**config.mk**
```make
export PLATFORM = sky130hd
export DESIGN_NAME = double_ended_queue
export DESIGN_NICKNAME = d
export VERILOG_FILES = /design/src/design/deq_pkg.sv /design/src/design/deq_cell.sv /design/src/design/deq_ctrl.sv /design/src/design/double_ended_queue.sv
export SDC_FILE = /design/constraint.sdc
export NUM_CORES = 1
export LEC_CHECK = 0
export ABC_AREA = 1
export BUFFER_PORTS_ARGS = -buffer_cell sky130_fd_sc_hd__buf_4
export CELL_PAD_IN_SITES_DETAIL_PLACEMENT = 0
export CELL_PAD_IN_SITES_GLOBAL_PLACEMENT = 1
export CORE_MARGIN = 2
export CORE_UTILIZATION = 45
export CTS_CLUSTER_DIAMETER = 150
export CTS_CLUSTER_SIZE = 8
export DETAILED_ROUTE_END_ITERATION = 6
export MAX_ROUTING_LAYER = met4
export PLACE_DENSITY_LB_ADDON = 0.1
export SLEW_MARGIN = 20
export SYNTH_ARGS = -nofsm -noshare
export SYNTH_HDL_FRONTEND = slang
export SYNTH_HIERARCHICAL = 1
export SYNTH_SLANG_ARGS = --single-unit
```
**constraint.sdc**
```tcl
create_clock -name clk -period 14.4 [get_ports clk]
set_input_delay 0 -clock clk [delete_from_list [all_inputs] [get_ports clk]]
set_output_delay 0 -clock clk [all_outputs]
set_load 0.005 [all_outputs]
```
**src/design/deq_pkg.sv**
```systemverilog
// shared types, request codes and status codes for the double-ended queue
`timescale 1ns / 1ps
`default_nettype none

package deq_pkg;

  // default number of entries
  localparam int DEFAULT_DEPTH = 16;

  // request codes
  localparam logic [2:0] FN_PUSH_FRONT = 3'd0;
  localparam logic [2:0] FN_PUSH_BACK  = 3'd1;
  localparam logic [2:0] FN_POP_FRONT  = 3'd2;
  localparam logic [2:0] FN_POP_BACK   = 3'd3;
  localparam logic [2:0] FN_SHOW       = 3'd4;

  // result status codes
  localparam logic [1:0] STAT_OK    = 2'd0;
  localparam logic [1:0] STAT_FULL  = 2'd1;
  localparam logic [1:0] STAT_EMPTY = 2'd2;

  // one request
  typedef struct packed {
    logic [2:0]         func;
    logic signed [31:0] item_value;
  } deq_req_t;

  // one result
  typedef struct packed {
    logic signed [31:0] out_value;
    logic [1:0]         status;
    logic               last_of_run;
  } deq_rsp_t;

  // sequencer states
  typedef enum logic [1:0] {
    ST_IDLE,
    ST_SHOW,
    ST_BACK
  } deq_state_t;

  // what every cell does in a cycle
  typedef enum logic [2:0] {
    OP_HOLD,
    OP_SHIFT_R,
    OP_SHIFT_L,
    OP_ROTATE,
    OP_APPEND
  } deq_op_t;

  // broadcast from the sequencer to the row of cells
  typedef struct packed {
    deq_op_t            op;
    logic signed [31:0] item;
    logic signed [31:0] head;
  } deq_cell_ctrl_t;

  // what the row shows the sequencer
  typedef struct packed {
    logic               empty;
    logic               full;
    logic signed [31:0] head_value;
  } deq_stat_t;

endpackage

`default_nettype wire

```
**src/design/deq_cell.sv**
```systemverilog
// one storage cell of the queue row, talking to its left and right neighbors
`timescale 1ns / 1ps
`default_nettype none

module deq_cell (
  input  wire logic                     clk,
  input  wire logic                     rst,
  input  wire deq_pkg::deq_cell_ctrl_t  ctrl,
  input  wire logic                     left_valid,
  input  wire logic signed [31:0]       left_value,
  input  wire logic                     right_valid,
  input  wire logic signed [31:0]       right_value,
  output logic                          valid,
  output logic signed [31:0]            value
);

  logic               valid_next;
  logic signed [31:0] value_next;

  // cell update for the broadcast operation
  always_comb begin
    valid_next = valid;
    value_next = value;
    case (ctrl.op)
      deq_pkg::OP_SHIFT_R: begin
        valid_next = left_valid;
        value_next = left_value;
      end
      deq_pkg::OP_SHIFT_L: begin
        valid_next = right_valid;
        value_next = right_value;
      end
      deq_pkg::OP_ROTATE: begin
        // live cells move left, the tail cell takes the old front
        if (right_valid) begin
          value_next = right_value;
        end else if (valid) begin
          value_next = ctrl.head;
        end
      end
      deq_pkg::OP_APPEND: begin
        // first free cell behind the tail takes the new item
        if (!valid && left_valid) begin
          valid_next = 1'b1;
          value_next = ctrl.item;
        end
      end
      default: begin
        valid_next = valid;
        value_next = value;
      end
    endcase
  end

  // occupancy flag
  always_ff @(posedge clk) begin
    if (rst) begin
      valid <= 1'b0;
    end else begin
      valid <= valid_next;
    end
  end

  // stored value
  always_ff @(posedge clk) begin
    value <= value_next;
  end

endmodule

`default_nettype wire

```
**src/design/deq_ctrl.sv**
```systemverilog
// request sequencer: decodes requests, drives the cell row and forms results
`timescale 1ns / 1ps
`default_nettype none

module deq_ctrl #(
  parameter int DEPTH = deq_pkg::DEFAULT_DEPTH
) (
  input  wire logic                     clk,
  input  wire logic                     rst,
  input  wire logic                     start,
  input  wire deq_pkg::deq_req_t        request,
  input  wire deq_pkg::deq_stat_t       stat,
  output logic                          busy,
  output deq_pkg::deq_cell_ctrl_t       ctrl,
  output logic                          done,
  output deq_pkg::deq_rsp_t             result
);

  localparam int CW = $clog2(DEPTH + 1);

  deq_pkg::deq_state_t state, state_next;
  logic [CW-1:0]       count, count_next;
  logic [CW-1:0]       remaining, remaining_next;
  logic                done_next;
  deq_pkg::deq_rsp_t   result_next;
  deq_pkg::deq_op_t    op;

  // next state
  always_comb begin
    state_next = state;
    unique case (state)
      deq_pkg::ST_IDLE: begin
        if (start) begin
          if (request.func == deq_pkg::FN_SHOW && !stat.empty) begin
            state_next = deq_pkg::ST_SHOW;
          end else if (request.func == deq_pkg::FN_POP_BACK && !stat.empty &&
                       count != CW'(1)) begin
            state_next = deq_pkg::ST_BACK;
          end
        end
      end
      deq_pkg::ST_SHOW: begin
        if (remaining == CW'(1)) begin
          state_next = deq_pkg::ST_IDLE;
        end
      end
      deq_pkg::ST_BACK: begin
        if (remaining == '0) begin
          state_next = deq_pkg::ST_IDLE;
        end
      end
      default: state_next = deq_pkg::ST_IDLE;
    endcase
  end

  // outputs, counters and result formation
  always_comb begin
    op             = deq_pkg::OP_HOLD;
    count_next     = count;
    remaining_next = remaining;
    done_next      = 1'b0;
    result_next    = '{out_value: '0, status: deq_pkg::STAT_OK, last_of_run: 1'b1};
    unique case (state)
      deq_pkg::ST_IDLE: begin
        if (start) begin
          case (request.func)
            deq_pkg::FN_PUSH_FRONT: begin
              if (stat.full) begin
                done_next          = 1'b1;
                result_next.status = deq_pkg::STAT_FULL;
              end else begin
                op         = deq_pkg::OP_SHIFT_R;
                count_next = count + CW'(1);
              end
            end
            deq_pkg::FN_PUSH_BACK: begin
              if (stat.full) begin
                done_next          = 1'b1;
                result_next.status = deq_pkg::STAT_FULL;
              end else begin
                op         = deq_pkg::OP_APPEND;
                count_next = count + CW'(1);
              end
            end
            deq_pkg::FN_POP_FRONT: begin
              done_next = 1'b1;
              if (stat.empty) begin
                result_next.status = deq_pkg::STAT_EMPTY;
              end else begin
                result_next.out_value = stat.head_value;
                op                    = deq_pkg::OP_SHIFT_L;
                count_next            = count - CW'(1);
              end
            end
            deq_pkg::FN_POP_BACK: begin
              if (stat.empty) begin
                done_next          = 1'b1;
                result_next.status = deq_pkg::STAT_EMPTY;
              end else if (count == CW'(1)) begin
                // single entry: back is also front
                done_next             = 1'b1;
                result_next.out_value = stat.head_value;
                op                    = deq_pkg::OP_SHIFT_L;
                count_next            = '0;
              end else begin
                remaining_next = count - CW'(1);
              end
            end
            deq_pkg::FN_SHOW: begin
              if (stat.empty) begin
                done_next          = 1'b1;
                result_next.status = deq_pkg::STAT_EMPTY;
              end else begin
                remaining_next = count;
              end
            end
            default: begin
              op = deq_pkg::OP_HOLD;
            end
          endcase
        end
      end
      deq_pkg::ST_SHOW: begin
        // emit the front and rotate it to the tail
        done_next               = 1'b1;
        result_next.out_value   = stat.head_value;
        result_next.last_of_run = (remaining == CW'(1));
        op                      = deq_pkg::OP_ROTATE;
        remaining_next          = remaining - CW'(1);
      end
      deq_pkg::ST_BACK: begin
        // rotate until the back entry sits at the front, then pop it
        if (remaining != '0) begin
          op             = deq_pkg::OP_ROTATE;
          remaining_next = remaining - CW'(1);
        end else begin
          done_next             = 1'b1;
          result_next.out_value = stat.head_value;
          op                    = deq_pkg::OP_SHIFT_L;
          count_next            = count - CW'(1);
        end
      end
      default: begin
        op = deq_pkg::OP_HOLD;
      end
    endcase
  end

  assign busy      = (state != deq_pkg::ST_IDLE);
  assign ctrl.op   = op;
  assign ctrl.item = request.item_value;
  assign ctrl.head = stat.head_value;

  // control registers
  always_ff @(posedge clk) begin
    if (rst) begin
      state     <= deq_pkg::ST_IDLE;
      count     <= '0;
      remaining <= '0;
      done      <= 1'b0;
    end else begin
      state     <= state_next;
      count     <= count_next;
      remaining <= remaining_next;
      done      <= done_next;
    end
  end

  // result payload register
  always_ff @(posedge clk) begin
    result <= result_next;
  end

endmodule

`default_nettype wire

```
**src/design/double_ended_queue.sv**
```systemverilog
// double-ended queue top level: sequencer plus a row of DEPTH storage cells
//
//   port group        dir   role
//   start/request     in    request, taken when start is high and busy is low
//   busy              out   high while a show or multi-entry pop back is in progress
//   done/result       out   one result per cycle, held for exactly one cycle
//
// push front, push back and pop front leave busy low.
// pop back of a single entry also leaves busy low; with more entries busy
// stays high after acceptance while the row rotates count-1 times to bring
// the back entry to the front, then pops it.
// show gives count results, one per cycle, rotating the row once round.
// each result is registered and appears in the cycle after the one that forms it.
// rst clears the sequencer and the occupancy flags; results cannot be stalled.
`timescale 1ns / 1ps
`default_nettype none

module double_ended_queue #(
  parameter int DEPTH = deq_pkg::DEFAULT_DEPTH
) (
  input  wire logic               clk,
  input  wire logic               rst,
  input  wire logic               start,
  input  wire deq_pkg::deq_req_t  request,
  output logic                    busy,
  output logic                    done,
  output deq_pkg::deq_rsp_t       result
);

  deq_pkg::deq_cell_ctrl_t ctrl;
  deq_pkg::deq_stat_t      stat;
  logic                    cell_valid [DEPTH];
  logic signed [31:0]      cell_value [DEPTH];

  // row status seen by the sequencer
  assign stat.empty      = !cell_valid[0];
  assign stat.full       = cell_valid[DEPTH-1];
  assign stat.head_value = cell_value[0];

  deq_ctrl #(
    .DEPTH (DEPTH)
  ) u_ctrl (
    .clk     (clk),
    .rst     (rst),
    .start   (start),
    .request (request),
    .stat    (stat),
    .busy    (busy),
    .ctrl    (ctrl),
    .done    (done),
    .result  (result)
  );

  // row of cells, front at index zero
  for (genvar i = 0; i < DEPTH; i++) begin : g_cell
    logic               lv, rv;
    logic signed [31:0] lval, rval;

    if (i == 0) begin : g_first
      assign lv   = 1'b1;
      assign lval = ctrl.item;
    end else begin : g_mid_l
      assign lv   = cell_valid[i-1];
      assign lval = cell_value[i-1];
    end

    if (i == DEPTH - 1) begin : g_last
      assign rv   = 1'b0;
      assign rval = '0;
    end else begin : g_mid_r
      assign rv   = cell_valid[i+1];
      assign rval = cell_value[i+1];
    end

    deq_cell u_cell (
      .clk         (clk),
      .rst         (rst),
      .ctrl        (ctrl),
      .left_valid  (lv),
      .left_value  (lval),
      .right_valid (rv),
      .right_value (rval),
      .valid       (cell_valid[i]),
      .value       (cell_value[i])
    );
  end

endmodule

`default_nettype wire

```
==> impl_metrics.yaml <==
power_and_ir_drop:
  peakVddDrop_mv: 0.0725
  comb_power_share_pct: 12.5
  power.internal_uw: 3190
  p_sw_share_pct: 28.3
  clkPwrFrac_pct: 40.7
  powerDensity_nw_per_um2: 105
  p_leak_uw: 0.0176
  switching_power_uw: 1260
  seq_power_share_pct: 46.8
floorplanning:
  io_pins: 75
  die_w_um: 298
  start_util_pct: 45.5
  coreArea_um2: 85300
  die_h_um: 298
  die_area_um2: 88500
  num_rows: 107
synth:
  synth.most_common_cell: "nand2_1"
  synth.avg_cell_area_um2: 6.81
  synthFlopType: "edfxtp_1"
  yosys.cell_types.count: 32
  synth_area_um2: 38800
  synth_top_area_cell: "edfxtp_1"
  async_flop_share_pct: 0
  synth_cells: 5694
  yosys-top-cells-count: "nand2_1, nand4_1, edfxtp_1"
  synth_area_leaders: "edfxtp_1, nand2_1, nand4_1"
  yosysWarnings: 6
  synth_top_area_share_pct: 39.6
  ys_ff_latch: 576
  seq_area_frac_synth_pct: 43.0
  synth_edf_count: 512
sta:
  clock_skew_ps: 37.2
  period_needed_ps: 4160
  slew_viol_final: 0
  layout_worst_path_cycle_share_pct: 28.9
  whs_ps: 328
  max_freq_mhz: 240
  hold_viol: 0
  rsz0062_at_grt: "false"
  tightest_slew_ps: 1130
  maxSlewHeadroom_pct: 24.9
  fin_tns_setup_ps: 0
  finalSetupViolCount: 0
worst_setup_path:
  crit_type: "reg2reg"
  cp.required_ps: 14880
  worstSetupEndpointType: "register"
  ff2ff_path_depth: 14
  worstPathMaxFanout: 46
  reg2reg_slack_ps: 10240
  r2r-end: "g_cell[13].u_cell/value[27]"
  crit_arrival_ps: 4640
  r2r_start: "u_ctrl/count[1]"
  worstSetupStartpointType: "register"
hold_path:
  hold_class: "in2reg"
  hold_path_end: "u_ctrl/remaining[0]"
  min-delay-start: "rst"
  whs_path_depth: 3
clocking:
  cts_tree: "yes"
  cts.reportedPaths.clkPinSlew_ps: 60
  htree_levels: 3
  clk_latency_ps: 630
  cts_made_buffers: 81
  ctsLongestPathBuffers: 3
  root_buffer: "clkbuf_16"
  cts.sinks: 576
  cts-resized-gates: 0
place:
  place_congestion: 0.881
  hpwl_um: 86400
  io_buffers: 74
global_routing:
  antenna_found_initial: 0
  grt_usage_pct: 29.3
  grt_max_degree: 81
  grt-ovfl-total: 0
  first_global_vias: 34000
  grt_pass1_wl_um: 204000
finish:
  nNetsFinal: 5711
  diodes: 0
  drive_above_1_share_pct: 5.92
  fillers: 8615
  syn_to_final_growth_pct: 8.78
route:
  dr.pass1.iters: 6
  vias: 37100
  vias_per_cell: 5.42
  drtIter0Drc: 3634
  wirelength_um: 128000
  final_antenna_net_count: 0
  wl_per_cell_um: 18.7
  drc: 0
flow_run:
  drv_cap: 0
run_status:
  status: "finished, final reports clean"
worst max-delay path by stage:
| stage | start | to | slack, ps | depth (start not counted) |
|---|---|---|---|---|
| floorplan | u_ctrl/state[0] | g_cell[0].u_cell/value[0] | 6350 | 10 |
| global placement | u_ctrl/state[0] | g_cell[13].u_cell/value[20] | 10360 | 12 |
| detailed placement | u_ctrl/state[1] | g_cell[13].u_cell/value[28] | 10300 | 14 |
| CTS | u_ctrl/count[1] | g_cell[13].u_cell/value[23] | 10270 | 14 |
| global route | u_ctrl/count[1] | g_cell[13].u_cell/value[24] | 9930 | 14 |
| finish | u_ctrl/count[1] | g_cell[13].u_cell/value[27] | 10240 | 14 |
state kept, by name, indices dropped and copies added, names as in the netlist:
name / flops
g_cell.u_cell/valid: 16
u_ctrl/done: 1
u_ctrl/remaining: 5
u_ctrl/result: 35
u_ctrl/count: 5
u_ctrl/state: 2
g_cell.u_cell/value: 512
placed cells by master (no fill, tap or decap):
master,count
nand2_1,3757
nand4_1,548
edfxtp_1,512
inv_1,158
buf_4,151
clkbuf_16,83
nor2_1,73
conb_1,67
dfxtp_1,64
nand3_1,53
dlygate4sd3_1,42
clkbuf_1,41
nor2_2,36
a21oi_1,23
inv_2,19
a21oi_4,17
o21ai_0,13
a32oi_2,12
ha_1,10
a32oi_4,4
nand2_2,4
inv_6,3
nor2_4,3
xor2_1,3
nand2_4,2
nand3_2,1
o21ai_2,1
a31oi_4,1
and3_1,1
or2_2,1
clkinv_1,1
nor2b_1,1
xnor2_1,1
a211oi_1,1
per-stage QoR:
step / utilization (%) / worst slack [ps] / instances / total power, uW / cell area, um2
2_1_floorplan: - / 6350 / 5759 / 2490 / 39000
3_3_place_gp: 46.3 / 10360 / 6682 / 2640 / 39500
3_5_place_dp: 46.3 / 10300 / 6682 / 2650 / 39500
4_1_cts: 49.5 / 10270 / 6851 / 4470 / 42200
5_1_grt: 49.5 / 9930 / 6851 / 4630 / 42200
6_report: 49.5 / 10240 / 6851 / 4450 / 42200
cell families (layout without fill, tap and decap cells):
| family | count (synthesis) | in the layout | share of synthesized area [%] |
|---|---|---|---|
| other cells | 2 | 67 | 0.0194 |
| fa+ha+maj | 10 | 10 | 0.323 |
| compound gates | 72 | 72 | 1.57 |
| flops | 576 | 576 | 43.0 |
| simple gates | 4480 | 4480 | 47.4 |
| xor+xnor | 4 | 4 | 0.0904 |
| buf+inv | 550 | 498 | 7.62 |
metal layers:
metal / up-vias / wire [um] / track usage (%)
met2: 1532 / 54600 / 43.1
met3: 144 / 11500 / 3.63
met5: - / 0 / -
li1: 18300 / - / -
met4: 0 / 1570 / 5.95
met1: 17200 / 60500 / 43.2
final cells by class:
class                           instances  area, um2  area share (%)
Clock buffer                          124       2230            5.29
Clock inverter                          3       26.3          0.0623
Inverter                              178        668            1.58
Multi-Input combinational cell       4633      19600            46.5
Sequential cell                       576      16700            39.5
Tap cell                             1144       1430            3.39
Timing Repair Buffer                  193       1550            3.68
critical path, stage by stage, from the launching register on:
cell and delay [ps]:
dfxtp_1 330, inv_1 150, ha_1 190, nand3_2 120, nor2_2 160, o21ai_2 100, a21oi_4 120, buf_4 440
buf_4 640, nor2_2 90, nand2_1 120, inv_2 300, a21oi_4 890, nand2_1 160, nand4_1 120
power groups by stage:
stage	sequential [uW]	clock, uW	combinational (uW)
after CTS	2080	1850	549
after floorplan	2040	0	443
after detailed placement	2110	0	537
after global routing	2090	1910	631
after global placement	2110	0	527
final	2080	1810	555
repair_timing:
action,in CTS,in global routing
hold endpoints to repair,536,0
hold buffers,42,0
setup buffers,0,0
Power figures use the tool's default switching activity.
